[src/gnoise_pkg.sv]
// Shared constants, types and tables for the gradient noise core.
package gnoise_pkg;

  localparam int FracBits    = 16;
  localparam int OutFracBits = 16;
  localparam int CoordW      = 32;
  localparam int OutW        = 18;
  localparam int ValW        = FracBits + 4;

  typedef logic [7:0] idx_t;
  typedef logic signed [ValW-1:0] val_t;

  localparam logic signed [OutW-1:0] OutMax = 18'sh1FFFF;
  localparam logic signed [OutW-1:0] OutMin = -18'sh20000;

  localparam logic [7:0] PermTab [256] = '{
    8'd151, 8'd160, 8'd137, 8'd91, 8'd90, 8'd15, 8'd131, 8'd13, 8'd201, 8'd95,
    8'd96, 8'd53, 8'd194, 8'd233, 8'd7, 8'd225, 8'd140, 8'd36, 8'd103, 8'd30,
    8'd69, 8'd142, 8'd8, 8'd99, 8'd37, 8'd240, 8'd21, 8'd10, 8'd23, 8'd190,
    8'd6, 8'd148, 8'd247, 8'd120, 8'd234, 8'd75, 8'd0, 8'd26, 8'd197, 8'd62,
    8'd94, 8'd252, 8'd219, 8'd203, 8'd117, 8'd35, 8'd11, 8'd32, 8'd57, 8'd177,
    8'd33, 8'd88, 8'd237, 8'd149, 8'd56, 8'd87, 8'd174, 8'd20, 8'd125, 8'd136,
    8'd171, 8'd168, 8'd68, 8'd175, 8'd74, 8'd165, 8'd71, 8'd134, 8'd139, 8'd48,
    8'd27, 8'd166, 8'd77, 8'd146, 8'd158, 8'd231, 8'd83, 8'd111, 8'd229, 8'd122,
    8'd60, 8'd211, 8'd133, 8'd230, 8'd220, 8'd105, 8'd92, 8'd41, 8'd55, 8'd46,
    8'd245, 8'd40, 8'd244, 8'd102, 8'd143, 8'd54, 8'd65, 8'd25, 8'd63, 8'd161,
    8'd1, 8'd216, 8'd80, 8'd73, 8'd209, 8'd76, 8'd132, 8'd187, 8'd208, 8'd89,
    8'd18, 8'd169, 8'd200, 8'd196, 8'd135, 8'd130, 8'd116, 8'd188, 8'd159, 8'd86,
    8'd164, 8'd100, 8'd109, 8'd198, 8'd173, 8'd186, 8'd3, 8'd64, 8'd52, 8'd217,
    8'd226, 8'd250, 8'd124, 8'd123, 8'd5, 8'd202, 8'd38, 8'd147, 8'd118, 8'd126,
    8'd255, 8'd82, 8'd85, 8'd212, 8'd207, 8'd206, 8'd59, 8'd227, 8'd47, 8'd16,
    8'd58, 8'd17, 8'd182, 8'd189, 8'd28, 8'd42, 8'd223, 8'd183, 8'd170, 8'd213,
    8'd119, 8'd248, 8'd152, 8'd2, 8'd44, 8'd154, 8'd163, 8'd70, 8'd221, 8'd153,
    8'd101, 8'd155, 8'd167, 8'd43, 8'd172, 8'd9, 8'd129, 8'd22, 8'd39, 8'd253,
    8'd19, 8'd98, 8'd108, 8'd110, 8'd79, 8'd113, 8'd224, 8'd232, 8'd178, 8'd185,
    8'd112, 8'd104, 8'd218, 8'd246, 8'd97, 8'd228, 8'd251, 8'd34, 8'd242, 8'd193,
    8'd238, 8'd210, 8'd144, 8'd12, 8'd191, 8'd179, 8'd162, 8'd241, 8'd81, 8'd51,
    8'd145, 8'd235, 8'd249, 8'd14, 8'd239, 8'd107, 8'd49, 8'd192, 8'd214, 8'd31,
    8'd181, 8'd199, 8'd106, 8'd157, 8'd184, 8'd84, 8'd204, 8'd176, 8'd115, 8'd121,
    8'd50, 8'd45, 8'd127, 8'd4, 8'd150, 8'd254, 8'd138, 8'd236, 8'd205, 8'd93,
    8'd222, 8'd114, 8'd67, 8'd29, 8'd24, 8'd72, 8'd243, 8'd141, 8'd128, 8'd195,
    8'd78, 8'd66, 8'd215, 8'd61, 8'd156, 8'd180
  };

  function automatic idx_t perm(input idx_t i);
    perm = PermTab[i];
  endfunction

  function automatic val_t grad3(input logic [3:0] h, input val_t x, input val_t y,
                                 input val_t z);
    val_t r;
    r = '0;
    case (h)
      4'd0, 4'd12: r = x + y;
      4'd1, 4'd13: r = y - x;
      4'd2:        r = x - y;
      4'd3:        r = -x - y;
      4'd4:        r = x + z;
      4'd5:        r = z - x;
      4'd6:        r = x - z;
      4'd7:        r = -x - z;
      4'd8:        r = y + z;
      4'd9, 4'd14: r = z - y;
      4'd10:       r = y - z;
      4'd11, 4'd15: r = -y - z;
      default:     r = '0;
    endcase
    grad3 = r;
  endfunction

  function automatic val_t grad2(input logic [1:0] h, input val_t x, input val_t y);
    val_t r;
    r = '0;
    case (h)
      2'd0:    r = x + y;
      2'd1:    r = y - x;
      2'd2:    r = x - y;
      default: r = -x - y;
    endcase
    grad2 = r;
  endfunction

endpackage

[src/gnoise_fade.sv]
// Pipelined fade t^4*(6t^2 - 15t + 10) of one fraction, five register stages.
module gnoise_fade (
  input  logic                             clk_i,
  input  logic                             en_i,
  input  logic [gnoise_pkg::FracBits-1:0]  t_i,
  output logic [gnoise_pkg::FracBits:0]    fade_o
);
  import gnoise_pkg::*;

  localparam int TW = FracBits + 1;
  localparam int SW = FracBits + 6;
  localparam int PW = TW + SW + 1;

  typedef logic signed [TW-1:0] t_s_t;
  typedef logic signed [SW-1:0] s_t;
  typedef logic signed [PW-1:0] p_t;

  localparam s_t One = s_t'(64'sd1 <<< FracBits);

  t_s_t t1_q, t2_q, t3_q;
  s_t   a1_q, b2_q, c3_q, q2_q, q3_q, r4_q, c4_q;
  logic [FracBits:0] f5_q;
  p_t   pb, pc, pq, pr, pf;

  always_comb begin
    pb = p_t'(t1_q) * p_t'(a1_q);
    pq = p_t'(t1_q) * p_t'(t1_q);
    pc = p_t'(t2_q) * p_t'(b2_q);
    pr = p_t'(q3_q) * p_t'(t3_q);
    pf = p_t'(r4_q) * p_t'(c4_q);
  end

  always_ff @(posedge clk_i) begin
    if (en_i) begin
      t1_q <= t_s_t'({1'b0, t_i});
      a1_q <= s_t'(6) * s_t'({1'b0, t_i}) - s_t'(15) * One;
      t2_q <= t1_q;
      b2_q <= s_t'(pb >>> FracBits) + s_t'(10) * One;
      q2_q <= s_t'(pq >>> FracBits);
      t3_q <= t2_q;
      c3_q <= s_t'(pc >>> FracBits);
      q3_q <= q2_q;
      c4_q <= c3_q;
      r4_q <= s_t'(pr >>> FracBits);
      f5_q <= TW'(pf >>> FracBits);
    end
  end

  assign fade_o = f5_q;
endmodule

[config.mk]
export PLATFORM = sky130hd
export DESIGN_NAME = gnoise_fade
export DESIGN_NICKNAME = d
export VERILOG_FILES = /design/src/gnoise_pkg.sv /design/src/gnoise_fade.sv
export SDC_FILE = /design/constraint.sdc
export NUM_CORES = 2
export LEC_CHECK = 0
export ABC_CLOCK_PERIOD_IN_PS = 8150
export BUFFER_PORTS_ARGS = -buffer_cell sky130_fd_sc_hd__buf_4
export CAP_MARGIN = 20
export CORE_ASPECT_RATIO = 0.5
export CORE_UTILIZATION = 45
export CTS_BUF_LIST = sky130_fd_sc_hd__clkbuf_16
export CTS_CLUSTER_SIZE = 20
export DETAILED_ROUTE_END_ITERATION = 12
export PLACE_DENSITY_LB_ADDON = 0.15
export SKIP_CTS_REPAIR_TIMING = 1
export SYNTH_ARGS = -nofsm -noshare
export SYNTH_HDL_FRONTEND = slang
export SYNTH_SLANG_ARGS = --single-unit
[constraint.sdc]
create_clock -name clk_i -period 8.15 [get_ports clk_i]
set_input_delay 0.815 -clock clk_i [delete_from_list [all_inputs] [get_ports clk_i]]
set_output_delay 0.815 -clock clk_i [all_outputs]
set_load 0.02 [all_outputs]
== Word level (Yosys, flattened, before mapping) ==
Index checks and enable logic that the tools add are counted.
Word-level totals
  register bits after elaboration: 218
  input bits: 18
  output and inout port bits: 17
  word-level logic and storage cells: 19
Cells by class
  $add $sub $neg: 2
  $mul: 6
Operators by type and width (count)
  17-bit by 21-bit multiplier with 38-bit output: 1
  17-bit by 22-bit multiplier with 38-bit output: 1
  22-bit by 17-bit multiplier with 38-bit output: 1
  22-bit by 22-bit multiplier with 33-bit output: 1
  16-bit by 16-bit multiplier with 32-bit output: 1
  22-bit by 21-bit adder with 22-bit output, second input constant: 1
  19-bit by 20-bit subtractor with 21-bit output, second input constant: 1
  2-bit by 16-bit multiplier with 18-bit output, first input constant: 1

== Depth between registers and ports, before layout ==
  word-level depth: 2
  mapped depth: 28
  depth with buffers taken out: 27

== Worst setup path before layout ==
Ideal clock, no wire load.
  path type: reg2reg
  from: register t1_q[8]
  to: register b2_q[21] (data pin)
  setup time: 264 ps
  data arrival time: 6848 ps
  data required time: 7886 ps
  setup slack: 1038 ps
  stages on the path, launching flop included: 28
  path buffers: 2
  period minus slack after synthesis: 7112 ps
  path through: edfxtp_1 > clkbuf_1 > clkbuf_1 > nand2_1 > fa_1 > inv_1 > fa_1 > inv_1 > fa_1 > inv_1 > fa_1 > fa_1 > inv_1 > fa_1 > inv_1 > ha_1 > a21o_1 > a21o_1 > a2111oi_4 > a21oi_1 > a211o_1 > o211ai_1 > o221ai_4 > ha_1 > o32a_1 > o41ai_1 > a211oi_1 > xnor2_1
Between the ends
  cells in the longest elaborated chain, start to end: 2
RTL lines
  from (decl): line gnoise_fade.sv:20  | t_s_t t1_q, t2_q, t3_q;
  from (signal assigned): line gnoise_fade.sv:35  | t1_q <= t_s_t'({1'b0, t_i});
  17-bit by 21-bit multiplier with 38-bit output: line gnoise_fade.sv:26  | pb = p_t'(t1_q) * p_t'(a1_q);
  22-bit by 21-bit adder with 22-bit output: line gnoise_fade.sv:38  | b2_q <= s_t'(pb >>> FracBits) + s_t'(10) * One;
  to (signal assigned): line gnoise_fade.sv:38
  to (decl): line gnoise_fade.sv:21  | s_t a1_q, b2_q, c3_q, q2_q, q3_q, r4_q, c4_q;
No other way between the ends.
A chain may end at the register's enable or synchronous reset.

== Worst setup path after layout ==
  from: register t1_q[5]
  to: register b2_q[21] (data pin)
The elaborated chain is that of the path after synthesis.

==> summary.txt <==
Synth
  • Main combinational cell family by area after synthesis: adder cells
  • Main flop type after synthesis: edfxtp_1
  • Synth cell types: 76
  • Compound-cell area share of the yosys netlist: 3.39%
  • EDFF count, synth: 200
  • Avg Inst Size Synth: 9.58 um2
  • Mux contribution to synthesized area: 0.0196%
  • Simple-gate share of the synthesized area: a little over an eighth
  • Synth Instances: 6008
  • YS warnings: 0
  • Synth Area in XOR/XNOR: between 2 and 2.5%
  • Seq cells post-synth: 200
  • Post-Syn Nets: 7906
  • Synth Area in Adders: 58.2%
  • Largest cells by area after synthesis: fa_1 (46%), ha_1 (12%), inv_1 (11%)
  • Cell taking the most area after synthesis: fa_1
  • Mapped cell area: ~58000 um2
  • Top cell type's share of synthesized area: 46.3%
  • Async set or reset register ratio after synthesis: 0%
  • Seq/Total Area, Yosys: 10.4%

Timing
  • Rel. slew slack: a little over a quarter
  • Max Clk Rate: about 0.13 GHz
  • Final setup fails: 0
  • RSZ-0062 raised after global routing: no
  • Hold Fails Final Rpt: 0
  • Setup TNS: 0 ns
  • Worst clock skew: 0.0263 ns
  • Slew Viols, Final: 0
  • Worst-margin pin slew: between 1 and 1.5 ns
  • Tmin final: 7.72 ns
  • Final setup margin: 0.433 ns
  • Post-route clock period utilization: 94.7%

Floorplanning
  • Total die area: 129000 um2
  • Die width: 508 um
  • Site row count: 92
  • Ports: 35
  • Chip height: 255 um
  • Core Box Area: ~130000 um2
  • Starting density of the core: 45.6%

Layout
  • Layout Nets: 7822
  • P&R area growth vs syn: 4.87%
  • Final cell count without fillers: 7629
  • Layout cells sized above 1: 3.05%
  • Diode count: 0

Worst hold path
  • Min-Delay Endpoint: c4_q[10]$_DFFE_PP_
  • WHS Path Cells: 0
  • HP Class: flip-flop to flip-flop
  • Worst hold start: c3_q[10]$_DFFE_PP_

Placement
  • GPL Wtd Cong: 0.848
  • Placed cell count: 7593
  • Port bufs: 34
  • Post-detail-place hpwl: 114000 um
  • Pre-CTS setup slack: about 0.56 ns

Routing
  • DRC Markers: 0
  • DRT Pass-1 Iters: 7
  • Via count: 38.0k
  • Final WL: about 140000 um
  • Via/cell ratio: approximately 5
  • Starting DRT DRC Count: between 2k and 2.5k
  • Routed WL per cell: 18.2 um
  • Antenna violation net count after detailed routing: 0

Global route
  • Total gr overflow: 0
  • Number of global-route vias before repair: between 40k and 50k
  • Initial antenna violation count: 3
  • First-pass GRT wire length: ~230000 um
  • Largest net degree at the start of global routing: 144
  • Total track usage: 22.8%

Run status
  • Run status: completed

CTS
  • Clock transition at path regs: 0.10 ns
  • CTS Buf Count: 17
  • CTS tree: built
  • Clock Sinks: 200
  • Longest Clk Path Bufs: 2
  • Root Buffer: clkbuf_16
  • H-tree levels: 4
  • Clk Latency, worst-skew pair: 0.54 ns

Setup path
  • R2R Path Start: t1_q[5]$_DFFE_PP_
  • CP Class: flip-flop to flip-flop
  • Req. time, crit path: 8.44 ns
  • CP Max Fanout: 13
  • R2R Path End: b2_q[21]$_DFFE_PP_
  • Crit. End Element: flip-flop
  • Worst reg-to-reg setup slack: 0.43 ns
  • Worst path arrival time: 8.01 ns
  • FF-to-FF path depth: 25
  • Critical Path Start Type: flip-flop

Run
  • Max Cap Violations: 0
==> critical path: stages, from the launching register on <==
cell and delay, ns:
edfxtp_1 0.73, buf_4 0.34, and2_1 0.17, fa_1 0.54, inv_1 0.05, fa_1 0.48, inv_1 0.05, fa_1 0.52
fa_1 0.51, fa_1 0.49, inv_1 0.05, fa_1 0.47, inv_1 0.04, ha_1 0.33, nand3_1 0.09, a21oi_1 0.16
o21ai_0 0.12, a21oi_2 0.38, o21ai_1 0.14, a311oi_1 0.57, o221ai_4 0.24, ha_1 0.31, o32a_1 0.30, o41ai_1 0.06
a211oi_1 0.15, xnor2_1 0.14
==> state kept, by name, indices dropped and copies added, names as in the netlist <==
| signal | count |
|---|---|
| fade_o | 17 |
| q3_q | 16 |
| q2_q | 16 |
| t1_q | 16 |
| r4_q | 19 |
| a1_q | 18 |
| t3_q | 16 |
| b2_q | 22 |
| t2_q | 16 |
| c3_q | 22 |
| c4_q | 22 |
==> stage by stage <==
stage / hold WS, ns / utilization, % / cell area, um2
floorplan: 0.400 / - / 57600
global placement: 0.404 / 47.3 / 59700
detailed placement: 0.406 / 47.3 / 59700
CTS: 0.419 / 47.7 / 60300
global route: 0.428 / 47.8 / 60400
finish: 0.422 / 47.8 / 60400
==> placed cells by master (no fill, tap or decap), types with 5 or more instances in the layout <==
cell type  Yosys  final
inv_1       1633   1633
fa_1        1331   1331
nand2_1      842    842
ha_1         549    549
and2_1       528    528
edfxtp_1     200    200
nor2_1       126    126
buf_4          0    115
xnor2_1      103    103
a21oi_1       65     65
a21o_1        57     57
o21ai_0       34     34
xor2_1        34     34
nor3_1        31     31
nand3_1       29     29
nor2b_1       23     23
clkbuf_16      0     17
nand2b_1      16     16
and3_1        14     14
o21a_1        14     14
nand4_1       12     12
a211oi_1      11     11
clkinv_1       9      9
a31oi_1        8      8
o21bai_1       8      8
and4_1         8      8
or2_2          8      8
a211o_1        6      6
o21ai_1        6      6
or3_1          6      6
clkinv_8       0      6
o211ai_1       5      5
==> cell families (layout without fill, tap and decap cells) <==
kind of cell,count (synthesis),after routing
multiplexers,1,1
XOR/XNOR,137,137
flip-flops,200,200
buffers and inverters,1863,1792
AO/OA/AOI/OAI,272,272
adder cells (fa/ha/maj),1880,1880
AND/OR/NAND/NOR,1655,1655
==> routing by layer <==
layer / track usage [%] / part of all wire (%) / vias to the layer above
met2: 38.8 / 48 / 808
met3: 3.20 / 4.3 / 153
met5: 0 / 0.0094 / -
met1: 31.0 / 46 / 19700
met4: 4.84 / 1.7 / 2
li1: - / - / 17300
==> worst max-delay path by stage <==
stage                                 start                    to  slack, ns
final                     t1_q[5]$_DFFE_PP_    b2_q[21]$_DFFE_PP_       0.43
after floorplan           t1_q[8]$_DFFE_PP_    b2_q[21]$_DFFE_PP_       1.04
after global routing      t1_q[4]$_DFFE_PP_    b2_q[21]$_DFFE_PP_       0.07
after CTS                 t1_q[5]$_DFFE_PP_    b2_q[21]$_DFFE_PP_       0.50
after detailed placement  t1_q[5]$_DFFE_PP_    b2_q[21]$_DFFE_PP_       0.56
after global placement    r4_q[9]$_DFFE_PP_  fade_o[16]$_DFFE_PP_       0.65
==> final cells by class <==
type	count	area, um2
multi-input combinational	3945	44600
clock inverter	15	190
clock buffer	17	425
fill	11900	66000
inverter	1643	6170
tap	1692	2120
sequential	200	6010
timing repair buffer	117	898
==> cell usage after synthesis, drive strengths merged, types with 9 or more instances <==
cell type	count
a211oi	13
a21o	57
a21oi	69
and2	529
and3	14
clkbuf	213
clkinv	9
edfxtp	200
fa	1331
ha	549
inv	1634
nand2	842
nand2b	16
nand3	29
nand4	12
nor2	126
nor2b	23
nor3	31
o21a	14
o21ai	42
xnor2	103
xor2	34
Power is left out: the tool's default activity adds up to more than one toggle a clock period on the data nets, which glitch-free logic cannot reach.
